[src/hdl/rce_pkg.sv]
// Package for the Roberts cross edge stream block: item types, queue entry type,
// geometry constants and the dimension clamp function. No dependencies.
`timescale 1ns / 1ps

package rce_pkg;

  localparam int unsigned CHAN_W  = 8;   // one color channel
  localparam int unsigned SUM_W   = 10;  // sum of three channels, 0..765
  localparam int unsigned MAG_W   = 11;  // magnitude, 0..1530
  localparam int unsigned COORD_W = 11;  // column and row fields of a result
  localparam int unsigned CFG_W   = 12;  // width of a geometry register
  localparam int unsigned DIM_W   = 14;  // clamped geometry and counter compares
  localparam int unsigned QDEPTH  = 4;   // entries in the front to back queue
  localparam int unsigned QPTR_W  = 2;
  localparam int unsigned QCNT_W  = 3;

  localparam logic [0:0] REG_IMAGE_WIDTH  = 1'b0;
  localparam logic [0:0] REG_IMAGE_HEIGHT = 1'b1;

  localparam logic [CFG_W-1:0] RESET_WIDTH  = 12'd640;
  localparam logic [CFG_W-1:0] RESET_HEIGHT = 12'd480;
  localparam logic [DIM_W-1:0] MIN_DIM      = 14'd3;

  typedef struct packed {
    logic [CHAN_W-1:0] red;
    logic [CHAN_W-1:0] green;
    logic [CHAN_W-1:0] blue;
  } in_item_t;

  typedef struct packed {
    logic [MAG_W-1:0]   magnitude;
    logic [COORD_W-1:0] column;
    logic [COORD_W-1:0] row;
    logic               last_of_frame;
  } out_item_t;

  // One interior pixel with its four neighborhood sums, ready for the back end.
  typedef struct packed {
    logic [SUM_W-1:0]   cur;
    logic [SUM_W-1:0]   up;
    logic [SUM_W-1:0]   left;
    logic [SUM_W-1:0]   upper_left;
    logic [COORD_W-1:0] column;
    logic [COORD_W-1:0] row;
    logic               last;
  } q_item_t;

  typedef struct packed {
    logic [QCNT_W-1:0] count;
    logic              full;
    logic              empty;
  } q_stat_t;

  // Saturate a programmed dimension into 3..hi.
  function automatic logic [DIM_W-1:0] clamp_dim(input logic [CFG_W-1:0] v,
                                                 input logic [DIM_W-1:0] hi);
    logic [DIM_W-1:0] vx;
    vx = DIM_W'(v);
    if (vx < MIN_DIM) begin
      return MIN_DIM;
    end else if (vx > hi) begin
      return hi;
    end
    return vx;
  endfunction

endpackage

[src/hdl/rce_back.sv]
// Back end: computes the Roberts magnitude of a queued pixel and holds the
// result in the output register. Depends on rce_pkg.
`timescale 1ns / 1ps

module rce_back
  import rce_pkg::*;
(
  input  logic      clk_i,
  input  logic      rst_ni,
  input  logic      q_valid_i,
  input  q_item_t   q_item_i,
  output logic      pop_o,
  output logic      out_valid_o,
  input  logic      out_ready_i,
  output out_item_t out_item_o
);

  logic [SUM_W-1:0] diff_a, diff_b;
  logic             out_valid_q;
  out_item_t        out_q, out_d;

  always_comb begin
    diff_a = (q_item_i.upper_left > q_item_i.cur) ? q_item_i.upper_left - q_item_i.cur
                                                   : q_item_i.cur - q_item_i.upper_left;
    diff_b = (q_item_i.up > q_item_i.left) ? q_item_i.up - q_item_i.left
                                           : q_item_i.left - q_item_i.up;
    out_d.magnitude     = MAG_W'(diff_a) + MAG_W'(diff_b);
    out_d.column        = q_item_i.column;
    out_d.row           = q_item_i.row;
    out_d.last_of_frame = q_item_i.last;
  end

  assign pop_o = q_valid_i && (!out_valid_q || out_ready_i);

  always_ff @(posedge clk_i or negedge rst_ni) begin
    if (!rst_ni) begin
      out_valid_q <= 1'b0;
    end else if (!out_valid_q || out_ready_i) begin
      out_valid_q <= q_valid_i;
    end
  end

  always_ff @(posedge clk_i) begin
    if (pop_o) begin
      out_q <= out_d;
    end
  end

  assign out_valid_o = out_valid_q;
  assign out_item_o  = out_q;

endmodule

[config.mk]
export PLATFORM = sky130hd
export DESIGN_NAME = rce_back
export DESIGN_NICKNAME = d
export VERILOG_FILES = /design/src/hdl/rce_pkg.sv /design/src/hdl/rce_back.sv
export SDC_FILE = /design/constraint.sdc
export NUM_CORES = 1
export LEC_CHECK = 0
export ABC_AREA = 1
export ABC_CLOCK_PERIOD_IN_PS = 4100
export BUFFER_PORTS_ARGS = -buffer_cell sky130_fd_sc_hd__buf_2
export CAP_MARGIN = 20
export CORE_MARGIN = 1.5
export CORE_UTILIZATION = 59
export CTS_CLUSTER_DIAMETER = 60
export CTS_CLUSTER_SIZE = 24
export DETAILED_ROUTE_END_ITERATION = 8
export GPL_ROUTABILITY_DRIVEN = 0
export PLACE_DENSITY = 0.88
export SLEW_MARGIN = 25
export SYNTH_ARGS = -nofsm -noshare
export SYNTH_HDL_FRONTEND = slang
export SYNTH_SLANG_ARGS = --single-unit
[constraint.sdc]
create_clock -name clk_i -period 4.1 [get_ports clk_i]
set_clock_uncertainty 0.15 [all_clocks]
set_input_delay 0.615 -clock clk_i [delete_from_list [all_inputs] [get_ports clk_i]]
set_output_delay 0.615 -clock clk_i [all_outputs]
set_load 0.01 [all_outputs]
# Word-level counts from Yosys, hierarchy flattened

Cells that the tools add are included.

Register bits: 35
Input bits: 67
Output and inout port bits: 36
Logic and storage cells: 17

Add/sub/neg operators: 5
Magnitude comparators: 2
Multiplexer cells: 2
Reductions and logical operators: 3

Operators with widths:

| cell              | number |
|---|---|
| $sub 10x10->10    | 4 |
| $gt 10x10->1      | 2 |
| $mux 10           | 2 |
| $add 10x10->11    | 1 |
| $logic_and 1x1->1 | 1 |
| $logic_not 1->1   | 1 |
| $logic_or 1x1->1  | 1 |

# Depth between registers and ports, before layout

Depth after elaboration: 3
Gate-level depth with buffers: 20

# Worst setup path before layout

No wires, ideal clock.

Kind: input port to output port
Start point: input port q_valid_i
End point: output port pop_o
Arrival time: 2,471 ps
Required time: 3,335 ps
Path slack: 864 ps
Stages: 2
Path buffers: 0
Cell sequence: inv_1 -> a21oi_1

Longest elaborated chain between the ends: 1

RTL lines:

| item              | RTL line       | text |
|---|---|---|
| from (decl)       | rce_back.sv:10 | `input logic q_valid_i,` |
| $logic_and 1x1->1 | rce_back.sv:33 | `assign pop_o = q_valid_i && (!out_valid_q \|\| out_ready_i);` |
| to (decl)         | rce_back.sv:12 | `output logic pop_o,` |

No other way between the ends.

==> run summary <==
YS warnings = 0
# DRC = 15
Setup violations, final = 0
status = finished with violations
synth unique cells = 30
Synth Instances = 548
Core Area = 6420 sq um
register bit total from synthesis = 35
Hold Crit Class = primary input to flip-flop
setup_tns = 0 ns
# hold bufs at CTS = 1
Pint = 0.878 mW
Overflow after GRT = 0
Sw Pwr = 0.594 mW
TritonCTS buffer count = 5
post-synthesis async set-or-reset flop share = 2.86%
Pleak = 2.65 nW
Slew @ Worst Pin = 0.440 ns
sequential share of power = 32.9%
Die Y = 84.8 um
num ports = 103
WL final = 9010 um
DRT Pass-1 Iters = 8
fillers = 516
Clk Latency, worst-skew pair = 0.27 ns
Die Wd = 84.8 um
WS Path Type = primary input to flip-flop
nets = 771
ranking of synthesized cells by area = edfxtp_1 26%, nand2_1 16%, ha_1 15%, inv_1 12%, nand3_1 6.1%
pin count of the biggest net entering global routing = 35
post-synth top area cell = edfxtp_1
PostCTS Resize Cnt = 0
Worst EP required = 3.97 ns
post-route clock period utilization = 84.3%
Design Power = 1.47 mW
Place WS = 0.389 ns
max_cap viols = 0
P per Cell Area = 321 nW/um^2
Die ar. = 7190 sq um
final slew viol count = 0
ys flop type = edfxtp_1
IR Drop Worst-Case VDD = 159 uV
slowest CP cell = fa_1
final hold violation count = 0
DP HPWL = 7710 um
final setup margin = 0.645 ns
failing checks = DRC
clock transition at the registers of the reported paths = 0.06 ns
post-CTS setup buffer count = 0
Post-synth EDFFs = 34
worst-path cell chain = buf_2 -> inv_1 -> ha_1 -> inv_1 -> fa_1 -> nand3_1 -> nand3_2 -> nand2_4 -> nand2_1 -> o21ai_2 -> inv_1 -> fa_1 -> o21ai_0 -> a21oi_1 -> xor2_1
CTS tree = done
CP max stage delay = 0.46 ns
area fraction of the dominant cell type after synthesis = 25.9%
routed len/inst = 12.4 um
sw frac = 40.3%
Crit path arrival time = 3.33 ns
Placed Cells = 720
cell family with the largest share of critical-path delay = adder cells
area growth from synthesis to final layout = 16.1%
initial antenna violation count = 0
Cell Area, Synth = 3950 sq um
Top cell by count, worst path = inv_1
n_diodes = 0
count leader, synth = nand2_1
Max Fclk = 289 MHz
clock sink count = 35
Via Count = 3821
Non-Filler Instances = 729
input/output buffers = 102
ratio of cells with drive above 1 in the final layout = 22.1%
CP bufs+invs = 4
CTS max path bufs = 2
starting density of the core = 61.5%
routed vias/inst = 5.24
RSZ-0062 raised after global routing = no
Row Count = 29
endpoint kind of the worst setup timing path = flip-flop
post-synthesis sequential area ratio = 26.5%
CP max FO = 18
gr usage total = 25.3%
clock root cell = clkbuf_8
synth cell count leaders = 165 x nand2_1, 128 x inv_1, 48 x ha_1, 48 x nand3_1, 34 x edfxtp_1
DRT antenna net count = 0
Avg Inst Size Synth = 7.20 sq um
vias in the first global route = 3626
first-pass GRT wire length = 15000 um
Clock Power Share = 15.2%
fin crit period = 3.46 ns
part of the power in combinational logic = 51.9%
1st-iter DRT viols = 293
syn nets = 668
startpoint types = primary input
Slew headroom = 70.3%
CTS H-tree lvls = 2
## final cells by class
cell class / count / area (sq um) / share of cell area [%]
Tap cell: 77 / 96.3 / 2.10
Multi-Input combinational cell: 377 / 2350 / 51.2
Clock buffer: 5 / 68.8 / 1.50
Clock inverter: 3 / 15.0 / 0.328
Inverter: 128 / 480 / 10.5
Sequential cell: 35 / 1050 / 22.8
Timing Repair Buffer: 104 / 528 / 11.5
## flip-flops by register name (all words and copies together), names as in the netlist
signal / flops
out_valid_o: 1
out_item_o: 34
## per-stage QoR
step / utilization (%) / instance area (sq um) / hold slack (ns)
2_1_floorplan: - / 3950 / 0.169
3_3_place_gp: 69.9 / 4490 / 0.241
3_5_place_dp: 69.9 / 4490 / 0.241
4_1_cts: 71.3 / 4580 / 0.351
5_1_grt: 71.3 / 4580 / 0.346
6_report: 71.3 / 4580 / 0.362
## cells by family (layout without fill, tap and decap cells)
logic type | Yosys count | in the layout | share of synthesized area [%]
simple gates | 253 | 253 | 29.2
buf+inv | 136 | 240 | 14.3
fa+ha+maj | 53 | 53 | 17.7
compound gates | 50 | 50 | 7.58
flops | 35 | 35 | 26.5
xor+xnor | 21 | 21 | 4.66
## path summary, 6_finish.rpt
path                               from        endpoint  slack [ns]  cells after the start
setup reg to reg            out_valid_o  out_item_o[23]        2.64                      2
hold reg to reg             out_valid_o     out_valid_o        0.42                      2
setup / recovery           q_item_i[23]  out_item_o[29]        0.64                     15
max in group asynchronous        rst_ni     out_valid_o        3.23                      2
min in group asynchronous        rst_ni     out_valid_o        0.49                      2
hold / removal              q_item_i[0]   out_item_o[0]        0.36                      1
## power groups by stage
stage	clock network (mW)	logic [mW]	registers (mW)
3_3_place_gp	0	0.726	0.490
3_5_place_dp	0	0.752	0.493
2_1_floorplan	0	0.534	0.520
4_1_cts	0.233	0.756	0.486
5_1_grt	0.244	0.859	0.488
6_report	0.224	0.764	0.484
## layout by cell type (no fill, tap or decap)
cell type	Yosys	layout
a21oi_1	24	23
a21oi_4	0	1
a31oi_1	1	1
buf_2	2	102
buf_4	1	1
clkbuf_8	0	5
clkinv_2	0	3
dfrtp_1	1	1
dlygate4sd3_1	0	1
edfxtp_1	34	34
fa_1	5	5
ha_1	48	48
inv_1	128	128
nand2_1	165	165
nand2_2	3	3
nand2_4	3	3
nand3_1	48	48
nand3_2	10	10
nand4_1	7	7
nand4_2	1	1
nor2_1	10	10
nor2_2	3	3
nor2_4	2	2
nor3_1	1	1
o211ai_1	1	1
o21ai_0	7	7
o21ai_1	4	4
o21ai_2	10	10
o21bai_1	3	3
xnor2_1	7	7
xor2_1	14	14
## routing by layer
| metal | wire, um | GRT usage (%) | part of all wire (%) | vias up |
|---|---|---|---|---|
| met3 | 830 | 4.13 | 9.2 | 35 |
| li1 | - | - | - | 1914 |
| met4 | 350 | 11.6 | 3.9 | 0 |
| met5 | 0 | 0 | 0 | - |
| met2 | 4220 | 44.9 | 47 | 202 |
| met1 | 3610 | 30.0 | 40 | 1670 |
Note: power is estimated with default switching activity, not from simulation.
