## src/hdl/rce_pkg.sv

```systemverilog
// Package for the Roberts cross edge stream block: item types, queue entry type,
// geometry constants and the dimension clamp function. No dependencies.
`timescale 1ns / 1ps

package rce_pkg;

  localparam int unsigned CHAN_W  = 8;   // one color channel
  localparam int unsigned SUM_W   = 10;  // sum of three channels, 0..765
  localparam int unsigned MAG_W   = 11;  // magnitude, 0..1530
  localparam int unsigned COORD_W = 11;  // column and row fields of a result
  localparam int unsigned CFG_W   = 12;  // width of a geometry register
  localparam int unsigned DIM_W   = 14;  // clamped geometry and counter compares
  localparam int unsigned QDEPTH  = 4;   // entries in the front to back queue
  localparam int unsigned QPTR_W  = 2;
  localparam int unsigned QCNT_W  = 3;

  localparam logic [0:0] REG_IMAGE_WIDTH  = 1'b0;
  localparam logic [0:0] REG_IMAGE_HEIGHT = 1'b1;

  localparam logic [CFG_W-1:0] RESET_WIDTH  = 12'd640;
  localparam logic [CFG_W-1:0] RESET_HEIGHT = 12'd480;
  localparam logic [DIM_W-1:0] MIN_DIM      = 14'd3;

  typedef struct packed {
    logic [CHAN_W-1:0] red;
    logic [CHAN_W-1:0] green;
    logic [CHAN_W-1:0] blue;
  } in_item_t;

  typedef struct packed {
    logic [MAG_W-1:0]   magnitude;
    logic [COORD_W-1:0] column;
    logic [COORD_W-1:0] row;
    logic               last_of_frame;
  } out_item_t;

  // One interior pixel with its four neighborhood sums, ready for the back end.
  typedef struct packed {
    logic [SUM_W-1:0]   cur;
    logic [SUM_W-1:0]   up;
    logic [SUM_W-1:0]   left;
    logic [SUM_W-1:0]   upper_left;
    logic [COORD_W-1:0] column;
    logic [COORD_W-1:0] row;
    logic               last;
  } q_item_t;

  typedef struct packed {
    logic [QCNT_W-1:0] count;
    logic              full;
    logic              empty;
  } q_stat_t;

  // Saturate a programmed dimension into 3..hi.
  function automatic logic [DIM_W-1:0] clamp_dim(input logic [CFG_W-1:0] v,
                                                 input logic [DIM_W-1:0] hi);
    logic [DIM_W-1:0] vx;
    vx = DIM_W'(v);
    if (vx < MIN_DIM) begin
      return MIN_DIM;
    end else if (vx > hi) begin
      return hi;
    end
    return vx;
  endfunction

endpackage

```

## src/hdl/rce_queue.sv

```systemverilog
// Short register queue between the front and back ends.
// Depends on rce_pkg for the entry type and depth.
`timescale 1ns / 1ps

module rce_queue
  import rce_pkg::*;
(
  input  logic     clk_i,
  input  logic     rst_ni,
  input  logic     push_i,
  input  q_item_t  push_item_i,
  input  logic     pop_i,
  output logic     valid_o,
  output q_item_t  pop_item_o,
  output q_stat_t  stat_o
);

  q_item_t           mem_q [QDEPTH];
  logic [QPTR_W-1:0] wr_q, rd_q;
  logic [QCNT_W-1:0] cnt_q;
  logic              do_pop;

  assign valid_o    = (cnt_q != '0);
  assign do_pop     = pop_i && valid_o;
  assign pop_item_o = mem_q[rd_q];

  assign stat_o.count = cnt_q;
  assign stat_o.full  = (cnt_q == QCNT_W'(QDEPTH));
  assign stat_o.empty = !valid_o;

  always_ff @(posedge clk_i or negedge rst_ni) begin
    if (!rst_ni) begin
      wr_q  <= '0;
      rd_q  <= '0;
      cnt_q <= '0;
    end else begin
      if (push_i) begin
        wr_q <= wr_q + 1'b1;
      end
      if (do_pop) begin
        rd_q <= rd_q + 1'b1;
      end
      cnt_q <= cnt_q + QCNT_W'(push_i) - QCNT_W'(do_pop);
    end
  end

  always_ff @(posedge clk_i) begin
    if (push_i) begin
      mem_q[wr_q] <= push_item_i;
    end
  end

endmodule

```

## config.mk

```make
export PLATFORM = sky130hd
export DESIGN_NAME = rce_queue
export DESIGN_NICKNAME = d
export VERILOG_FILES = /design/src/hdl/rce_pkg.sv /design/src/hdl/rce_queue.sv
export SDC_FILE = /design/constraint.sdc
export NUM_CORES = 1
export LEC_CHECK = 0
export ABC_AREA = 1
export BUFFER_PORTS_ARGS = -buffer_cell sky130_fd_sc_hd__buf_4
export CORE_ASPECT_RATIO = 0.7
export CORE_MARGIN = 2
export CORE_UTILIZATION = 50
export CTS_CLUSTER_DIAMETER = 30
export DETAILED_ROUTE_END_ITERATION = 10
export PLACE_DENSITY_LB_ADDON = 0.15
export RECOVER_POWER = 50
export SETUP_SLACK_MARGIN = 0.1
export SLEW_MARGIN = 20
export SYNTH_ARGS = -nofsm -noshare
export SYNTH_HDL_FRONTEND = slang
export SYNTH_SLANG_ARGS = --single-unit
```

## constraint.sdc

```tcl
create_clock -name clk_i -period 6.5 [get_ports clk_i]
set_input_delay 0.65 -clock clk_i [delete_from_list [all_inputs] [get_ports clk_i]]
set_output_delay 0.65 -clock clk_i [all_outputs]
set_load 0.02 [all_outputs]
```

# Word level (Yosys, flattened, before mapping)
# Memories as Yosys holds them, arrays and structs flattened.
# Cells that the tools add are included.
word_totals:
  register_bits: 7
  mem_bits_rw: 252
  in_bits: 67
  mem_count: 1
  word_cells: 14
  output_inout_bits: 69
op_classes:
  n_mux: 2
  n_addsub: 4
  reduce_logical: 3
  eq_ne: 1
mem_list:
  columns: ["name", "words", "width", "rd", "rd_ports_with_merged_regs", "write_ports", "line", "rtl"]
  rows:
  - ["mem_q", 4, 63, 1, 0, 1, "rce_queue.sv:18", "q_item_t mem_q [QDEPTH];"]
op_table:
  columns: ["op", "n"]
  rows:
  - ["$add A2 B1 Y2 const B", 2]
  - ["$add A3 B1 Y3", 1]
  - ["$eq A3 B3 Y1 const B", 1]
  - ["$reduce_bool A3 Y1", 1]
  - ["$sub A3 B1 Y3", 1]
  - ["$mux W1", 2]
  - ["$logic_and A1 B1 Y1", 1]
  - ["$logic_not A1 Y1", 1]

# Depth between registers and ports, before layout
# Gate-level depths: netlist of the first run.
logic_depth:
  word_depth: 3
  mapped_depth: 11
  depth_no_buf: 11

# Worst setup path before layout of the first run
# OpenSTA, ideal clock, no wires.
synth_timing:
  path_type: "input to register"
  startpoint: "in push_i"
  endpoint: "mem mem_q[1][0] (netlist name), enable pin"
  arrival_ns: 2.163
  setup_time_ns: 0.417
  setup_slack_ns: 3.920
  n_path_buf: 1
  required_time_ns: 6.083
  path_stages: 3
  path_cell_list: "clkbuf_1 nand2_1 inv_1"
synth_between:
  elab_chain_cells: 2
synth_lines:
  columns: ["item", "line", "rtl"]
  rows:
  - ["from (decl)", "rce_queue.sv:10", "input logic push_i,"]
  - ["$mux W1", "rce_queue.sv:48", "if (push_i) begin"]
  - ["$mux W1 (implied by the code)", "rce_queue.sv:49", "mem_q[wr_q] <= push_item_i;"]
  - ["to (decl)", "rce_queue.sv:18", null]
# No other way between the ends.

==> summary.txt, run 1 <==
Status
  • Outcome: finished, final reports clean

CTS
  • Clock Path Buffers: 3
  • Clk sinks: about 260
  • CTS Buf Count: 41
  • H-tree Lvls: 2
  • CTS tree: built
  • Worst-skew pair later-pin latency: 500 ps
  • Root buf cell: clkbuf_16
  • Worst-path clk slew: 50 ps

Detailed routing
  • Residual DRC count: 0
  • Final wirelength: 19400 µm
  • Drt wl/cell: 15.0 µm
  • Routed vias/inst: 4.83
  • Initial drt markers: 434
  • Detailed Routing Iterations Pass 1: 7
  • Vias: 6266
  • Post-route ant nets: 0

Pwr
  • Switch Pwr: 2250 µW
  • Switch share: 34.2%
  • Peak supply drop: 0.000287 V
  • Cell internal power dissipation: 4340 µW
  • Comb pwr share: between 30% and 40%
  • Clk pwr share: 32.0%
  • Pwr Density: 522 nW/µm²
  • Reg power frac: between 30% and 40%
  • Static Leakage: 0.00501 µW

Logic synthesis
  • #FFs+latches synth: around 260
  • Netlist cell types: 19
  • Syn nets: about 930
  • Syn Inst Count: about 850
  • Fraction of the yosys area taken by sequential cells: 75.2%
  • Synth Area per Inst: 12.1 µm²
  • Post-Syn Area: 10300 µm²
  • Yosys Warn Count: 0

Global route
  • Largest net degree at the start of global routing: roughly 120
  • GRT Residual Overflow: 0
  • Vias in the first global route: 5740
  • Total GRT Usage: 18.1%
  • First-pass GRT wire length: about 30000 µm
  • Antenna violations before repair: 0

Worst setup path
  • CP Max Fanout: between 80 and 90
  • Worst Path Arrival: 2820 ps
  • Crit Path Class: flip-flop to primary output
  • CP cell instances: buf_16 > buf_4 > nor2_1 > nor2_1 > o21ai_0 > nand2_1 > buf_4
  • FF-to-FF Start: wr_q[0]
  • Worst Setup End Kind: primary output
  • Critical Path RT: 5850 ps
  • Reg2reg end: mem_q[3][13]
  • Slowest-stage cell, CP: dfrtp_4
  • CP Launch Type: flip-flop
  • Critical Path Source: rd_q[0]
  • Critical path destination: pop_item_o[19]
  • Worst stage delay on the critical path: between 600 and 700 ps
  • Register-to-Register Setup Slack: 3970 ps
  • Path depth of the worst reg2reg path: 4

Placed design
  • Dpl cells: 1222
  • HPWL after DPL: about 11000 µm
  • GP Congestion: 0.776
  • # port buffers: between 100 and 150

Run
  • Maxcap violations: 0

Timing
  • Period utilization: 53.5%
  • Slew HR: 17.1%
  • Post-route setup TNS: 0 ps
  • Fin crit period: between 3000 and 4000 ps
  • Max Clock Freq: roughly 0.29 GHz
  • Unrepaired setup endpoints after global routing: false
  • Final Hold Violating Endpoints: 0
  • Fin Clk Skew: 10.2 ps
  • Fin. max-slew vios: 0
  • Setup violators final: 0
  • Worst-Margin Slew: roughly 1200 ps

Floorplan
  • Starting Density: 51.4%
  • DIE HEIGHT: 124 µm
  • Core Area: 20000 µm²
  • Die footprint: 21800 µm²
  • Die W: roughly 180 µm
  • IO Pins: 136
  • Num rows: 43

Worst hold path
  • Hold Crit Class: input pin to flip-flop

Cells and area
  • Layout cells sized above 1: 14.2%
  • Register area: approximately 7700 µm²
  • Fin cells: approximately 1300
  • Area Growth Syn to Fin: 22.6%
  • Fillers: 1600
  • Area of the multi-input gates: 2020 µm²
  • Nets: 1071
layout by cell type (no fill, tap or decap), types with 2 or more instances in the layout:
master,synthesis,layout
clkinv_4,0,2
bufinv_16,0,5
o21ai_0,86,86
nand2_1,205,205
clkinv_2,0,6
dfrtp_1,7,6
clkbuf_16,0,41
nor2_1,127,127
xor2_1,2,2
inv_1,77,76
clkbuf_8,0,5
edfxtp_1,252,252
nand3_1,2,2
buf_4,1,78
clkbuf_1,14,70
clkinvlp_4,0,4
o21ai_1,41,41
clkinv_1,0,3
ha_1,6,6
inv_2,2,2
through the flow:
stage | power [µW] | utilization (%) | worst slack (ps) | instance area (µm²) | hold WS [ps]
floorplan | 3760 | - | 3920 | 10300 | 354
global placement | 4530 | 57.3 | 3330 | 11500 | 471
finish | 6590 | 63.1 | 3030 | 12600 | 400
CTS | 6670 | 64.1 | 2750 | 12800 | 329
global route | 6980 | 63.1 | 2750 | 12600 | 392
detailed placement | 4550 | 57.3 | 3290 | 11500 | 470
critical path: cells and delay by family, from the launching register on:
family | cells | cell delay (ps)
buffers and inverters | 3 | 1120
DFF | 1 | 650
and+or+nand+nor | 3 | 370
AOI/OAI and AO/OA | 1 | 90
how the worst min path moves through the flow:
| stage | start | slack (ps) | cells after the start | endpoint |
|---|---|---|---|---|
| 2_1_floorplan | rst_ni | 350 | 0 | cnt_q[0] |
| 3_3_place_gp | rst_ni | 470 | 1 | cnt_q[2] |
| 3_5_place_dp | rst_ni | 470 | 1 | cnt_q[2] |
| 4_1_cts | push_item_i[52] | 330 | 1 | mem_q[3][52] |
| 5_1_grt | push_i | 390 | 2 | wr_q[0] |
| 6_report | pop_i | 400 | 3 | rd_q[0] |
timing repair:
item                      4_1_cts  5_1_grt
hold endpoints to repair        7        0
buffers inserted                0        0
gates resized for setup         0        0
hold buffers                    1        0
power by group through the flow:
stage	sequential (µW)	clock, µW	combinational (µW)
6_report	2300	2110	2180
3_5_place_dp	2400	0	2150
5_1_grt	2330	2220	2440
2_1_floorplan	2310	0	1450
3_3_place_gp	2390	0	2130
4_1_cts	2370	2140	2160
flip-flops by register name, indices dropped and copies added (netlist names):
name,cells
cnt_q,3
wr_q,2
mem_q,252
rd_q,2
cell usage after synthesis:
library cell  instances  area share, %
buf_1                11           0.40
buf_2                 5           0.24
buf_4                 1          0.073
buf_6                10            1.1
clkbuf_1             14           0.51
dfrtp_1               7            1.7
edfxtp_1            252             73
fa_1                  1           0.19
ha_1                  6           0.73
inv_1                77            2.8
inv_2                 2          0.073
nand2_1             205            7.5
nand3_1               2          0.097
nor2_1              127            4.6
nor3_1                1          0.049
o21ai_0              86            4.2
o21ai_1              41            2.0
xnor2_1               1          0.085
xor2_1                2           0.17
cells by family (layout without fill, tap and decap cells):
family	count (synthesis)	in the layout	synth area share, %
flip-flops	259	259	75.2
AND/OR/NAND/NOR	335	335	12.2
buffers and inverters	120	295	5.20
AO/OA/AOI/OAI	127	127	6.17
XOR/XNOR	3	3	0.255
other	0	1	0
adder cells (fa/ha/maj)	7	7	0.924
layer usage:
metal / share of wire [%] / global-route usage (%) / up-vias
met2: 45 / 27.6 / 163
met5: 0 / 0 / -
met1: 47 / 25.9 / 2912
li1: - / - / 3161
met4: 1.5 / 5.68 / 0
met3: 6.0 / 4.37 / 30
final cells by class:
cell class                      count  share of cell area [%]
Antenna cell                        1                  0.0198
Clock buffer                       52                    8.85
Clock inverter                     20                    1.89
Inverter                           79                    2.37
Multi-Input combinational cell    472                    16.0
Sequential cell                   259                    61.4
Tap cell                          270                    2.68
Timing Repair Buffer              144                    6.84
Power figures use the tool's default switching activity.
==> run 2, diff against run 1 <==
==> constraint.sdc (replaced) <==
create_clock -name clk_i -period 3.5 [get_ports clk_i]
set_input_delay 0.35 -clock clk_i [delete_from_list [all_inputs] [get_ports clk_i]]
set_output_delay 0.35 -clock clk_i [all_outputs]
set_load 0.02 [all_outputs]
==> run 2 against run 1 <==
  * Final area rose by 0.64%
  * Critical path depth fell by 1
  * Utilization rose by 0.41 points
  * Non-clock buffer count rose by 2
  * Clock skew fell by 1.6 ps
  * Critical endpoint is now pop_item_o[21]
  * Largest cell class unchanged
==> summary.txt, run 2 (synthesis results as in run 1) <==
CTS
  • Clk sinks: 259 (unchanged)
  • H-tree Lvls: 2 (unchanged)
  • Worst-path clk slew: 50 ps (about the same)
  • Clock Path Buffers: 3 (unchanged)
  • Worst-skew pair later-pin latency: 500 ps (about the same)
  • CTS tree: built (unchanged)
  • Root buf cell: clkbuf_16 (unchanged)
  • CTS Buf Count: 40 (was 41)

Detailed routing
  • Drt wl/cell: 15.6 µm (was 15.0 µm)
  • Routed vias/inst: 4.93 (was 4.83)
  • Initial drt markers: 515 (was 434)
  • Vias: 6400 (was 6266)
  • Final wirelength: 20200 µm (was 19400 µm)
  • Detailed Routing Iterations Pass 1: 5 (was 7)
  • Residual DRC count: 0 (unchanged)
  • Post-route ant nets: 0 (unchanged)

Worst setup path
  • CP Max Fanout: 65 (was 86)
  • Critical Path RT: 3150 ps (was 5850 ps)
  • Register-to-Register Setup Slack: 1310 ps (was 3970 ps)
  • CP Launch Type: flip-flop (unchanged)
  • Crit Path Class: flip-flop to primary output (unchanged)
  • Worst Path Arrival: 2280 ps (was 2820 ps)
  • Worst Setup End Kind: primary output (unchanged)

Timing
  • Period utilization: 75.2%
  • Max Clock Freq: 0.380 GHz
  • Fin crit period: 2630 ps
  • Unrepaired setup endpoints after global routing: false (unchanged)
  • Fin Clk Skew: 8.61 ps (was 10.2 ps)
  • Slew HR: 28.6% (was 17.1%)
  • Setup WS post-layout: 866 ps (was 3030 ps)
  • Post-route setup TNS: 0 ps (unchanged)
  • Worst-Margin Slew: 1070 ps (was 1240 ps)
  • Setup violators final: 0 (unchanged)
  • Fin. max-slew vios: 0 (unchanged)
  • Final Hold Violating Endpoints: 0 (unchanged)

Pwr
  • Peak supply drop: 0.000612 V (was 0.000287 V)
  • Comb pwr share: 33.6% (was 33.2%)
  • Reg power frac: 33.9% (was 34.9%)
  • Clk pwr share: 32.5% (was 32.0%)
  • Switch Pwr: 4310 µW (was 2250 µW)
  • Pwr Density: 979 nW/µm² (was 522 nW/µm²)
  • Static Leakage: 0.00503 µW (was 0.00501 µW)
  • Cell internal power dissipation: 8130 µW (was 4340 µW)
  • Switch share: 34.6% (was 34.2%)

Floorplan
  • Starting Density: 51.4% (unchanged)
  • Die footprint: 21800 µm² (unchanged)
  • DIE HEIGHT: 124 µm (unchanged)
  • IO Pins: 136 (unchanged)
  • Core Area: 20000 µm² (unchanged)
  • Die W: 176 µm (unchanged)
  • Num rows: 43 (unchanged)

Cells and area
  • Commonest non-fill, non-tap cell in the layout: edfxtp_1 (unchanged)
  • Fillers: 1610 (was 1600)
  • Antenna Cells: 0 (was 1)
  • Max FFs per register: 252 (unchanged)
  • Area of the multi-input gates: 2020 µm² (unchanged)
  • Register area: 7750 µm² (unchanged)
  • Nets: 1072 (was 1071)
  • Post-route cell area: 12700 µm² (was 12600 µm²)
  • Area Growth Syn to Fin: 23.4% (was 22.6%)
  • Largest register by flop count: mem_q (unchanged)
  • Most frequent cells in the layout: edfxtp_1, nand2_1, nor2_1 (unchanged)
  • Biggest regs: mem_q x252, cnt_q x3 (unchanged)
  • Layout cells sized above 1: 14.7% (was 14.2%)

Run
  • Maxcap violations: 0 (unchanged)

Global route
  • First-pass GRT wire length: 32300 µm (was 30100 µm)
  • Largest net degree at the start of global routing: 192 (was 119)
  • Antenna violations before repair: 0 (unchanged)
  • Vias in the first global route: 6041 (was 5740)
  • GRT Residual Overflow: 0 (unchanged)
  • Total GRT Usage: 19.1% (was 18.1%)

Placed design
  • HPWL after DPL: 11500 µm (was 10500 µm)
  • Placement Setup Slack: 1400 ps (was 3290 ps)
  • GP Congestion: 0.742 (was 0.776)
  • Dpl cell area: 11600 µm² (was 11500 µm²)
  • # port buffers: 135 (unchanged)

Worst hold path
  • Hold Crit Class: input pin to flip-flop (unchanged)

Status
  • Outcome: finished, final reports clean (unchanged)
## run 2: cell types whose count changed in the layout (fill, tap and decap cells not counted), moves of 2 or more
cell / delta
buf_12: +5
buf_4: -5
clkbuf_8: -5
clkinv_4: +3
inv_6: +3
bufinv_16: +2
clkbuf_1: -2
## run 2: area by class of cell
| cell class | count | share of cell area [%] |
|---|---|---|
| multi-input combinational | 472 | 15.9 |
| inverter | 79 | 2.35 |
| clock inverter | 30 | 2.87 |
| clock buffer | 42 | 8.11 |
| tap | 270 | 2.66 |
| sequential | 259 | 61.0 |
| timing repair buffer | 146 | 7.16 |
## run 2: power groups by stage
stage | clock, µW | sequential (µW) | combinational, µW
after floorplan | 0 | 4290 | 2690
after global placement | 0 | 4260 | 4230
after detailed placement | 0 | 4270 | 4260
after CTS | 4110 | 4220 | 4290
after global routing | 4230 | 4270 | 4670
final | 4040 | 4210 | 4180
## run 2: worst paths after layout
check                           startpoint        endpoint  depth (start not counted)
setup / recovery                   rd_q[1]  pop_item_o[21]                          6
hold reg to reg                    rd_q[1]         rd_q[1]                          2
max in group asynchronous           rst_ni         rd_q[0]                          2
min in group asynchronous           rst_ni        cnt_q[2]                          2
setup reg to reg                   wr_q[0]    mem_q[2][44]                          5
hold / removal             push_item_i[38]    mem_q[0][38]                          1
## run 2: metal layers
layer / routed length (µm) / track usage [%]
met5: 0 / 0
met4: 341 / 5.32
met3: 1250 / 3.66
met2: 8980 / 28.8
met1: 9660 / 28.6
## run 2: stage by stage
| stage | hold WS [ps] | util, % | instances | power, µW |
|---|---|---|---|---|
| after detailed placement | 170 | 57.7 | 1225 | 8530 |
| after global routing | 102 | 63.5 | 1298 | 13200 |
| after CTS | 31.9 | 64.7 | 1298 | 12600 |
| after global placement | 171 | 57.7 | 1225 | 8490 |
| after floorplan | 54.4 | - | 851 | 6980 |
| final | 97.6 | 63.5 | 1298 | 12400 |
## run 2: critical path, cell delays in order (launching register included)
cell	delay, ps
dfrtp_1	400
inv_4	510
buf_4	410
nor2_1	90
o21ai_0	90
nand2_1	80
buf_4	160
## run 2: timing repair
action | 4_1_cts | 5_1_grt
setup buffers | 0 | 0
resized for setup | 0 | 0
endpoints found under the hold margin | 7 | 0
hold buffers | 1 | 0
==> run 3, diff against run 2 <==
==> constraint.sdc (replaced) <==
create_clock -name clk_i -period 2.7 [get_ports clk_i]
set_input_delay 0.27 -clock clk_i [delete_from_list [all_inputs] [get_ports clk_i]]
set_output_delay 0.27 -clock clk_i [all_outputs]
set_load 0.02 [all_outputs]
==> run 3 against run 2 <==
  * The run now ends with capacitance limit, slew limit left
  * Die area stayed put
  * Hold slack got worse by 80 ps
  * Largest power group is now combinational logic
  * Sequential share of layout area down 3.1 points
  * Setup slack worse by 610 ps
==> summary.txt, run 3 (synthesis results as in run 1) <==
Status
  • Failing checks: capacitance limit, slew limit
  • Outcome: finished, violations left (was finished, final reports clean)

Timing
  • Final Hold Violating Endpoints: 0 (unchanged)
  • Fin crit period: between 2000 and 2500 ps
  • Setup WS post-layout: 258 ps (was 866 ps)
  • Slew HR: -3.72% (was 28.6%)
  • Setup violators final: 0 (unchanged)
  • Unrepaired setup endpoints after global routing: false (unchanged)
  • Max Clock Freq: 0.410 GHz
  • Post-route setup TNS: 0 ps (unchanged)
  • Worst-Margin Slew: 1560 ps (was 1070 ps)
  • Period utilization: 90.4%
  • Fin Clk Skew: 6.66 ps (was 8.61 ps)
  • Fin. max-slew vios: 25 (was 0)

Global route
  • Total GRT Usage: 19.4% (was 19.1%)
  • First-pass GRT wire length: 32500 µm (was 32300 µm)
  • GRT Residual Overflow: 0 (unchanged)
  • Antenna violations before repair: 0 (unchanged)
  • Largest net degree at the start of global routing: 170 (was 192)
  • Vias in the first global route: 6311 (was 6041)

Detailed routing
  • Residual DRC count: 0 (unchanged)
  • WL met1: 9900 µm (was 9660 µm)
  • Detailed Routing Iterations Pass 1: 5 (unchanged)
  • Top routing layer used: met4 (unchanged)
  • Drt wl/cell: 15.6 µm (about the same)
  • Initial drt markers: 509 (was 515)
  • Met3 WL: 1130 µm (was 1250 µm)
  • Post-route ant nets: 0 (unchanged)
  • Final wirelength: 21300 µm (was 20200 µm)
  • Routed vias/inst: 4.86 (was 4.93)
  • Met2 wire length: 9920 µm (was 8980 µm)
  • Vias: 6633 (was 6400)

Placed design
  • Dpl cells: 1227 (was 1225)
  • Placement Setup Slack: 626 ps (was 1400 ps)
  • HPWL after DPL: 10900 µm (was 11500 µm)
  • # port buffers: 135 (unchanged)
  • GP Congestion: 0.759 (was 0.742)

Cells and area
  • Biggest regs: mem_q x252, cnt_q x3 (unchanged)
  • Most frequent cells in the layout: edfxtp_1, nand2_1, nor2_1 (unchanged)
  • Fillers: 1525 (was 1610)
  • Largest register by flop count: mem_q (unchanged)
  • Max FFs per register: 252 (unchanged)
  • Register area: 7750 µm² (unchanged)
  • Nets: 1138 (was 1072)
  • Area Growth Syn to Fin: 30.0% (was 23.4%)
  • Fin cells: 1364 (was 1298)
  • Commonest non-fill, non-tap cell in the layout: edfxtp_1 (unchanged)
  • Antenna Cells: 0 (unchanged)
  • Utilization after layout: 66.9% (was 63.5%)
  • Area of the multi-input gates: 2020 µm² (unchanged)
  • Layout cells sized above 1: 13.6% (was 14.7%)

Worst setup path
  • Register-to-Register Setup Slack: 480 ps (was 1310 ps)
  • Most frequent CP cell: buf_4 (unchanged)
  • Path depth of the worst reg2reg path: 4 (was 5)
  • CP Launch Type: flip-flop (unchanged)
  • Critical Path RT: 2430 ps (was 3150 ps)
  • Critical Path Source: rd_q[0] (was rd_q[1])
  • Crit Path Class: flip-flop to primary output (unchanged)
  • Critical path buffers and inverters: 3 (unchanged)
  • CP Max Fanout: 18 (was 65)
  • Crit path max-delay family: buffers and inverters (unchanged)
  • Slowest-stage cell, CP: dfrtp_4 (was inv_4)
  • Worst Setup End Kind: primary output (unchanged)
  • Worst Path Arrival: 2170 ps (was 2280 ps)
  • Worst stage delay on the critical path: 590 ps (was 510 ps)
  • Reg2reg end: mem_q[3][40] (was mem_q[2][44])
  • CP cell instances: inv_2 > buf_4 > o21ai_1 > nand2_1 > buf_4 (was inv_4 > buf_4 > nor2_1 > o21ai_0 > nand2_1 > buf_4)
  • FF-to-FF Start: wr_q[0] (unchanged)

Floorplan
  • Core Area: 20000 µm² (unchanged)
  • Starting Density: 51.4% (unchanged)
  • IO Pins: 136 (unchanged)
  • Die footprint: 21800 µm² (unchanged)
  • DIE HEIGHT: 124 µm (unchanged)
  • Num rows: 43 (unchanged)
  • Die W: 176 µm (unchanged)

Worst hold path
  • Min-delay src: push_i (was push_item_i[38])
  • Hold Crit Class: input pin to flip-flop (unchanged)
  • Min-Delay Endpoint: wr_q[0] (was mem_q[0][38])
  • Hold depth: 2 (was 1)

CTS
  • Root buf cell: clkbuf_16 (unchanged)
  • Worst-skew pair later-pin latency: 500 ps (about the same)
  • CTS tree: built (unchanged)
  • Clock Path Buffers: 3 (unchanged)
  • Worst-path clk slew: 50 ps (about the same)
  • Clk sinks: 259 (unchanged)
  • CTS Buf Count: 39 (was 40)
  • H-tree Lvls: 2 (unchanged)

Pwr
  • Total power: 16300 µW (was 12400 µW)
  • Peak supply drop: 0.000767 V (was 0.000612 V)
  • Static Leakage: 0.00531 µW (was 0.00503 µW)
  • Pwr Density: 1220 nW/µm² (was 979 nW/µm²)

Run
  • Maxcap violations: 1 (was 0)
run 3: cell type report:
| type | instances | share of cell area (%) |
|---|---|---|
| inverters | 79 | 2.23 |
| clock buffers | 45 | 7.77 |
| clock inverters | 26 | 2.47 |
| flip-flops and latches | 259 | 57.9 |
| well taps | 270 | 2.52 |
| multi-input cells | 472 | 15.1 |
| repair buffers | 213 | 12.1 |
run 3: what timing repair did:
action | CTS | global route
buffers inserted | 0 | 1
endpoints found under the hold margin | 259 | 0
setup endpoints to repair | 0 | 55
hold buffers | 64 | 0
resized for setup | 0 | 1
run 3: metrics by stage:
stage | hold slack (ps) | area, µm²
finish | 17.5 | 13400
global route | 28.5 | 13400
CTS | 4.72 | 13600
detailed placement | 96.0 | 11600
global placement | 90.6 | 11600
floorplan | -25.6 | 10300
run 3: worst max path at each step:
stage          slack, ps        endpoint  cells past startpoint
2_1_floorplan        380     mem_q[2][0]                      4
3_3_place_gp         660        cnt_q[2]                     11
3_5_place_dp         630        cnt_q[2]                     11
4_1_cts              100  pop_item_o[47]                      5
5_1_grt              170  pop_item_o[16]                      5
6_report             260  pop_item_o[61]                      5
run 3: where the power goes:
group	total [µW]	switching [µW]	internal (µW)
Sequential	5510	234	5270
Combinational	5640	3680	1960
Clock	5180	1740	3450
Total	16300	5650	10700
run 3: routing by layer:
metal	GRT usage [%]	up-vias
met5	0	-
met4	6.10	0
met3	3.91	32
met2	31.9	172
met1	26.5	3137
li1	-	3292
run 3: worst register-to-register path: stages (launching register included):
cell,delay (ps)
dfrtp_1,410
ha_1,170
nand2_1,50
clkinv_1,50
clkbuf_1,1120
